===== src/rtl/rx_buffer_substring_search_unit_defines.svh =====
// assertion macros shared by the receive buffer search unit
`ifndef RX_BUFFER_SUBSTRING_SEARCH_UNIT_DEFINES_SVH
`define RX_BUFFER_SUBSTRING_SEARCH_UNIT_DEFINES_SVH

// same-cycle implication, checked on every rising edge out of reset
`define RBSS_ASSERT_NOW(lbl, ante, cons, msg) \
  lbl: assert property (@(posedge clk) disable iff (!rst_n) (ante) |-> (cons)) \
    else $error(msg);

// next-cycle implication, checked on every rising edge out of reset
`define RBSS_ASSERT_NEXT(lbl, ante, cons, msg) \
  lbl: assert property (@(posedge clk) disable iff (!rst_n) (ante) |=> (cons)) \
    else $error(msg);

`endif


===== src/rtl/rbss_pkg.sv =====
// types and constants of the receive buffer substring search unit
package rbss_pkg;

  // store geometry
  localparam int BUFFER_DEPTH = 1024;
  localparam int ADDR_W       = $clog2(BUFFER_DEPTH);
  localparam logic [ADDR_W-1:0] FILL_MAX = ADDR_W'(BUFFER_DEPTH - 1);

  // transaction field widths
  localparam int OPC_W  = 2;
  localparam int BYTE_W = 8;
  localparam int PBITS_W = 64;
  localparam int PLEN_W = 4;
  localparam int LEN_W  = 10;

  // comparison window
  localparam int MAX_PATTERN = 8;
  localparam int LANES       = PBITS_W / BYTE_W;
  localparam int LANE_IDX_W  = $clog2(LANES);
  localparam int PAT_LIMIT   = (MAX_PATTERN < LANES) ? MAX_PATTERN : LANES;

  // fixed error replies, aligned so lane 0 holds the last character
  // "ERROR" CR LF
  localparam logic [LANES-1:0][BYTE_W-1:0] ERR_A_PAT  = 64'h0045_5252_4F52_0D0A;
  localparam logic [LANES-1:0]             ERR_A_MASK = 8'h7F;
  // "FAIL" CR LF
  localparam logic [LANES-1:0][BYTE_W-1:0] ERR_B_PAT  = 64'h0000_4641_494C_0D0A;
  localparam logic [LANES-1:0]             ERR_B_MASK = 8'h3F;

  typedef enum logic [OPC_W-1:0] {
    OP_APPEND = 2'd0,
    OP_CLEAR  = 2'd1,
    OP_SEARCH = 2'd2,
    OP_ERRCHK = 2'd3
  } op_t;

  typedef enum logic [1:0] {
    ST_IDLE = 2'b01,
    ST_SCAN = 2'b10
  } state_t;

  // sequencer controls toward the window compare unit
  typedef struct packed {
    logic load;
    logic errchk;
    logic shift;
  } win_ctl_t;

endpackage


===== src/rtl/rbss_window.sv =====
// sliding byte window with masked pattern compare
module rbss_window (
  input  logic                                clk,
  input  logic                                rst_n,
  input  rbss_pkg::win_ctl_t                  ctl,
  input  logic [rbss_pkg::BYTE_W-1:0]         shift_data,
  input  logic [rbss_pkg::PBITS_W-1:0]        pat_bytes,
  input  logic [rbss_pkg::PLEN_W-1:0]         pat_len,
  output logic                                match
);

  localparam int LANES = rbss_pkg::LANES;

  logic [LANES-1:0][rbss_pkg::BYTE_W-1:0] win_r;
  logic [LANES-1:0]                       vld_r;
  logic [LANES-1:0][rbss_pkg::BYTE_W-1:0] apat_a_r, apat_a_nxt;
  logic [LANES-1:0]                       mask_a_r, mask_a_nxt;
  logic                                   en_b_r;
  logic [LANES-1:0][rbss_pkg::BYTE_W-1:0] pat_arr;
  logic [rbss_pkg::PLEN_W-1:0]            len_sat;
  logic [LANES-1:0]                       ok_a, ok_b;

  assign pat_arr = pat_bytes;
  assign len_sat = (pat_len > rbss_pkg::PLEN_W'(rbss_pkg::PAT_LIMIT)) ?
                   rbss_pkg::PLEN_W'(rbss_pkg::PAT_LIMIT) : pat_len;

  // align the pattern so its last byte sits in lane 0, or take the fixed error reply on a check
  always_comb begin
    logic [rbss_pkg::LANE_IDX_W-1:0] sel;
    sel = '0;
    apat_a_nxt = '0;
    mask_a_nxt = '0;
    if (ctl.errchk) begin
      apat_a_nxt = rbss_pkg::ERR_A_PAT;
      mask_a_nxt = rbss_pkg::ERR_A_MASK;
    end else begin
      for (int i = 0; i < LANES; i++) begin
        if (rbss_pkg::PLEN_W'(i) < len_sat) begin
          sel = rbss_pkg::LANE_IDX_W'(len_sat - rbss_pkg::PLEN_W'(i) - 1'b1);
          apat_a_nxt[i] = pat_arr[sel];
          mask_a_nxt[i] = 1'b1;
        end
      end
    end
  end

  // window fill state and second-pattern enable
  always_ff @(posedge clk) begin
    if (!rst_n) begin
      vld_r  <= '0;
      en_b_r <= 1'b0;
    end else if (ctl.load) begin
      vld_r  <= '0;
      en_b_r <= ctl.errchk;
    end else if (ctl.shift) begin
      vld_r  <= {vld_r[LANES-2:0], 1'b1};
    end
  end

  // window bytes and loaded pattern
  always_ff @(posedge clk) begin
    if (ctl.load) begin
      apat_a_r <= apat_a_nxt;
      mask_a_r <= mask_a_nxt;
    end
    if (ctl.shift) begin
      win_r <= {win_r[LANES-2:0], shift_data};
    end
  end

  // per-lane compare, unmasked lanes always agree
  always_comb begin
    for (int i = 0; i < LANES; i++) begin
      ok_a[i] = !mask_a_r[i] || (vld_r[i] && (win_r[i] == apat_a_r[i]));
      ok_b[i] = !rbss_pkg::ERR_B_MASK[i] ||
                (vld_r[i] && (win_r[i] == rbss_pkg::ERR_B_PAT[i]));
    end
  end

  assign match = (&ok_a) || (en_b_r && (&ok_b));

endmodule


===== config.mk =====
export PLATFORM = sky130hd
export DESIGN_NAME = rbss_window
export DESIGN_NICKNAME = d
export VERILOG_FILES = /design/src/rtl/rx_buffer_substring_search_unit_defines.svh /design/src/rtl/rbss_pkg.sv /design/src/rtl/rbss_window.sv
export SDC_FILE = /design/constraint.sdc
export NUM_CORES = 1
export LEC_CHECK = 0
export ABC_AREA = 0
export BUFFER_PORTS_ARGS = -buffer_cell sky130_fd_sc_hd__buf_2
export CELL_PAD_IN_SITES_DETAIL_PLACEMENT = 1
export CELL_PAD_IN_SITES_GLOBAL_PLACEMENT = 2
export CORE_MARGIN = 4
export CORE_UTILIZATION = 38
export CTS_BUF_LIST = sky130_fd_sc_hd__clkbuf_8
export DETAILED_ROUTE_END_ITERATION = 6
export GPL_TIMING_DRIVEN = 0
export HOLD_SLACK_MARGIN = 0.1
export PLACE_DENSITY_LB_ADDON = 0.1
export SYNTH_ARGS = -nofsm -noshare
export SYNTH_HDL_FRONTEND = slang
export SYNTH_SLANG_ARGS = --single-unit
export TNS_END_PERCENT = 10

===== constraint.sdc =====
create_clock -name clk -period 3.2 [get_ports clk]
set_input_delay 0.64 -clock clk [delete_from_list [all_inputs] [get_ports clk]]
set_output_delay 0.64 -clock clk [all_outputs]
set_load 0.05 [all_outputs]

==> results of run 1 <==
-- worst max-delay path by stage --
stage	slack (ns)	to	cells past startpoint
final	0.08	match	6
after CTS	0.007	match	6
after global routing	-0.01	match	6
after floorplan	0.08	apat_a_r[20]	10
after global placement	-0.97	apat_a_r[54]	11
after detailed placement	-0.97	apat_a_r[54]	11
-- synthesized netlist by cell type (19+ instances only) --
| cell type | instances |
|---|---|
| clkbuf_1 | 23 |
| nand3_1 | 22 |
| nor2_1 | 32 |
| nand2_1 | 37 |
| o21ai_0 | 21 |
| edfxtp_1 | 136 |
| mux4_2 | 19 |
| mux2i_1 | 52 |
| xor2_1 | 35 |
| xnor2_1 | 31 |
| and2_1 | 19 |
-- repair_timing --
action	4_1_cts	5_1_grt
pin swaps	2	1
setup buffers	0	0
resized for setup	19	9
setup endpoints to repair	34	19
-- per-stage QoR --
stage | setup TNS (ns) | total power [mW] | utilization
after CTS | 0 | 4.58 | 0.445
after global routing | -0.0129 | 4.74 | 0.447
final | 0 | 4.55 | 0.447
after global placement | -24.63 | 3.11 | 0.422
after detailed placement | -25.91 | 3.13 | 0.423
after floorplan | 0 | 2.79 | -
-- layout make-up --
| cell class | count | area [sq um] |
|---|---|---|
| fill | 2149 | 11200 |
| sequential | 145 | 4260 |
| multi-input combinational | 418 | 3400 |
| timing repair buffer | 80 | 408 |
| tap | 270 | 338 |
| clock buffer | 17 | 234 |
| buffer | 37 | 209 |
| clock inverter | 15 | 164 |
| inverter | 5 | 23.8 |
-- kinds of logic (layout without fill, tap and decap cells) --
| logic type | after synthesis | count (layout) | share of synthesized area |
|---|---|---|---|
| AO/OA/AOI/OAI | 104 | 104 | 0.0918 |
| XOR/XNOR | 68 | 68 | 0.0796 |
| adder cells (fa/ha/maj) | 2 | 2 | 0.00320 |
| buffers and inverters | 43 | 154 | 0.0279 |
| flip-flops | 145 | 145 | 0.546 |
| multiplexers | 77 | 77 | 0.140 |
| AND/OR/NAND/NOR | 167 | 167 | 0.112 |
-- critical path, cell delays in order, from the launching register on --
cell and delay (ns):
edfxtp_1 0.49, xor2_1 0.19, nor4_2 0.34, nand4_1 0.22, a2111oi_2 0.37, a31o_2 0.23, buf_4 0.20
-- routing by layer --
layer	wire, um	GRT usage	vias to the layer above
met1	11600	0.319	2849
met4	348	0.0517	0
met5	0	0	-
met3	1150	0.0341	16
met2	12700	0.385	178
li1	-	-	2536
-- sequential cells by signal, indices dropped and copies added (netlist names) --
register / count
vld_r: 8
apat_a_r: 64
en_b_r: 1
mask_a_r: 8
win_r: 64
-- report_power, final --
part | total (mW) | internal, mW | switching [mW]
Clock | 1.45 | 0.654 | 0.794
Sequential | 2.35 | 2.24 | 0.104
Combinational | 0.761 | 0.312 | 0.449
==> metrics.md, run 1 <==
| Metric | Value |
|---|---|
| Share of layout cells above drive strength 1 | 0.240 |
| Ys async rst share | 0 |
| Post-Route WL | 25.8 mm |
| TritonRoute pass-1 iters | 7 |
| Hold WS | 0.361 ns |
| Die Height | 151 um |
| Commonest cells after routing, fill and taps aside | 136 x edfxtp_1, 88 x buf_2, 52 x mux2i_1 |
| Total track usage | 0.231 |
| Initial antenna violation count | 0 |
| DP Area | 8550 sq um |
| Final min period | 3.12 ns |
| Initial DRC count | 426 |
| Max cap viols | 0 |
| Static Leak | 3.25 nW |
| Setup Skew | 0.0174 ns |
| Power Dens Cells | 504 nW/um^2 |
| GPL Wtd Cong | 0.883 |
| Leading area contributor after synthesis | edfxtp_1 |
| Fin. Hold Viols | 0 |
| Bufs on Longest Clock Path | 2 |
| Ys flop type | edfxtp_1 |
| Core area | 20200 sq um |
| Crit. Startpoint | win_r[42] |
| Die area | 22900 sq um |
| Slew HR | 0.356 |
| Clock latency on the worst-skew pair | 0.45 ns |
| Largest net degree at the start of global routing | 75 |
| Synth warn | 0 |
| Top cells by area, synth | edfxtp_1 52%, mux2i_1 6.7%, mux4_2 5.5%, xor2_1 3.9%, xnor2_1 3.5% |
| Commonest non-fill, non-tap cell in the layout | edfxtp_1 |
| Kind of critical path | reg2out |
| Final worst slack | 0.0756 ns |
| Fmax | 0.320 GHz |
| Initial core utilization | 0.386 |
| I/O pin count | 82 |
| Vias | 5579 |
| Mapped Cells | 606 |
| Die Wd | 151 um |
| WP data required | 2.56 ns |
| Seq/Total Area, Yosys | 0.546 |
| Final instance area | 9040 sq um |
| CP Launch Type | register |
| First-pass GRT wire length | 37.9 mm |
| Seq cells post-synth | 145 |
| Reg-to-reg setup timing slack | 2.40 ns |
| Hold Path Origin | shift_data[0] |
| CTS tree | built |
| Fin nets | 787 |
| Syn Nets | 689 |
| Hold depth | 1 |
| Antenna-violating nets left | 0 |
| Crit path DAT | 2.48 ns |
| R2R Path End | win_r[26] |
| IO buf count | 80 |
| Detailed-route wire length per cell | 26.1 um |
| Worst Tran Pin Value | 0.966 ns |
| Number of flops mapped to enable cells by yosys | 136 |
| Cell Area, Synth | 7810 sq um |
| Root buf cell | clkbuf_8 |
| Worst setup EP type | primary output |
| # setup viols final | 0 |
| VDD IR max | 260 uV |
| Syn Area/Cell | 12.9 sq um |
| Crit Path Max Fanout | 3 |
| P&R area growth vs syn | 15.8% |
| Cts bufs inserted | 17 |
| Post-cts hold buffer count | 0 |
| Antenna Cells | 0 |
| Hold Path End | win_r[0] |
| Grt total ovfl | 0 |
| Post-Layout Cell Count | 987 |
| Post-DP HPWL | 20.0 mm |
| Vias/cell | 5.65 |
| R2R cell count | 0 |
| Sink Count | 145 |
| Standard-cell rows | 52 |
| DRC | 0 |
| Pre-CTS setup slack | -0.973 ns |
| Final Max Slew Viols | 0 |
| Netlist cell types | 51 |
| Status | completed |
| Placed cell count | 956 |
| Reg-to-Reg Start | win_r[18] |
| CTS H-tree lvls | 4 |
| Vias in the first global route | 5810 |
| Clock transition at path regs | 0.10 ns |
| Share of the synthesized area in the top cell type | 0.523 |
| Worst min path class | in2reg |
| Period utilization | 0.976 |
Power figures use the tool's default switching activity.
==> run 2, diff against run 1 <==
CELL_PAD_IN_SITES_DETAIL_PLACEMENT = 0   (was 1)
CELL_PAD_IN_SITES_GLOBAL_PLACEMENT = 1   (was 2)
CORE_UTILIZATION = 54   (was 38)
clock period = 3.8 ns   (was 3.2 ns; I/O delays follow)
==> metrics.md, run 2 (synthesis gave the netlist of run 1 again) <==
| Metric | Value |
|---|---|
| Clock transition at path regs | 0.08 ns |
| I/O pin count | 82 |
| Fin. Hold Viols | 0 |
| Top Registers | apat_a_r (64), win_r (64) |
| Vias | 5784 |
| # setup viols final | 0 |
| Clock latency on the worst-skew pair | 0.44 ns |
| Post-Layout Cell Count | 898 |
| DRC | 0 |
| Crit Path Max Fanout | 10 |
| VDD IR max | 251 uV |
| Kind of critical path | in2reg |
| Final instance area | 8820 sq um |
| Status | completed |
| Core area | 14000 sq um |
| DP Area | 8440 sq um |
| Cts bufs inserted | 17 |
| Worst min path class | reg2reg |
| TritonRoute pass-1 iters | 6 |
| Total track usage | 0.287 |
| Static Leak | 3.22 nW |
| Grt total ovfl | 0 |
| Fin nets | 788 |
| Vias/cell | 6.44 |
| Final worst slack | 0.254 ns |
| First-pass GRT wire length | 34.3 mm |
| Largest net degree at the start of global routing | 75 |
| Worst Tran Pin Value | 0.950 ns |
| IO buf count | 80 |
| Final Max Slew Viols | 0 |
| RSZ-0062 raised after global routing | no |
| Commonest cells after routing, fill and taps aside | 136 x edfxtp_1, 90 x buf_2, 52 x mux2i_1 |
| Initial antenna violation count | 0 |
| Reg-to-reg setup timing slack | 3.00 ns |
| Die Wd | 128 um |
| CP Launch Type | primary input |
| Hold WS | 0.485 ns |
| Worst setup EP type | register |
| Antenna Cells | 0 |
| Initial DRC count | 557 |
| CTS tree | built |
| P&R area growth vs syn | 13.0% |
| Initial core utilization | 0.556 |
| Placed cell count | 866 |
| Vias in the first global route | 5702 |
| CTS H-tree lvls | 4 |
| Share of layout cells above drive strength 1 | 0.214 |
| Fmax | 0.282 GHz |
| Commonest non-fill, non-tap cell in the layout | edfxtp_1 |
| WP data required | 3.98 ns |
| Setup Skew | 0.0113 ns |
| Period utilization | 0.933 |
| Pre-CTS setup slack | -0.401 ns |
| Max cap viols | 0 |
| Standard-cell rows | 43 |
| GPL Wtd Cong | 0.977 |
| Post-DP HPWL | 17.4 mm |
| Sink Count | 145 |
| Detailed-route wire length per cell | 25.1 um |
| Final min period | 3.55 ns |
| Die Height | 128 um |
| Post-Route WL | 22.6 mm |
| Crit path DAT | 3.73 ns |
| Bufs on Longest Clock Path | 2 |
| Die area | 16400 sq um |
| Power Dens Cells | 424 nW/um^2 |
| Slew HR | 0.367 |
| Antenna-violating nets left | 0 |
| Post-cts hold buffer count | 0 |
| Root buf cell | clkbuf_8 |
## run 2: cell types whose count changed in the layout (fill, tap and decap cells not counted), moves of 2 or more
cell      delta
clkbuf_4     -3
a31oi_1      +5
clkbuf_2     -6
nor4_1       +4
inv_4        +2
buf_2        +2
clkbuf_8     +2
nor4_2       -4
inv_8        -3
clkbuf_1     +9
a31oi_2      -5
clkinv_2     +3
## run 2: report_power, final
group | switching [mW] | internal (mW)
sequential | 0.0868 | 1.89
combinational | 0.353 | 0.256
clock | 0.595 | 0.565
## run 2: final cells by class
cell class / instances / area [sq um]
Clock buffer: 19 / 262
Multi-Input combinational cell: 418 / 3330
Buffer: 38 / 195
Inverter: 5 / 23.8
Clock inverter: 13 / 121
Tap cell: 180 / 225
Sequential cell: 145 / 4260
Fill cell: 1072 / 5220
Timing Repair Buffer: 80 / 405
## run 2: critical path: stages
cell	delay [ns]
buf_2	0.14
nor2b_4	0.14
buf_12	0.14
inv_6	0.07
buf_2	0.26
clkbuf_1	0.52
ha_1	0.21
clkbuf_1	0.32
clkbuf_2	0.38
mux4_1	0.43
a221o_1	0.34
## run 2: stage by stage
step	util	TNS [ns]	power, mW
5_1_grt	0.628	0	3.89
4_1_cts	0.628	0	3.76
3_5_place_dp	0.601	-4.30	2.61
2_1_floorplan	-	0	2.35
6_report	0.628	0	3.75
3_3_place_gp	0.601	-3.24	2.59
## run 2: layer usage
layer | track usage | up-vias | part of all wire | routed length (um)
li1 | - | 2539 | - | -
met1 | 0.400 | 2837 | 0.42 | 9410
met2 | 0.444 | 356 | 0.46 | 10400
met3 | 0.0579 | 52 | 0.081 | 1820
met4 | 0.112 | 0 | 0.039 | 889
met5 | 0 | - | 0 | 0
## run 2: final timing paths
check / start / to / cells after the start
setup / recovery: pat_len[0] / apat_a_r[22] / 11
hold / removal: win_r[49] / win_r[57] / 0
setup reg to reg: win_r[13] / win_r[21] / 0
hold reg to reg: win_r[49] / win_r[57] / 0
## run 2: repair_timing
item / 4_1_cts / 5_1_grt
setup endpoints to repair: 0 / 12
setup buffers: 0 / 0
resized for setup: 0 / 2
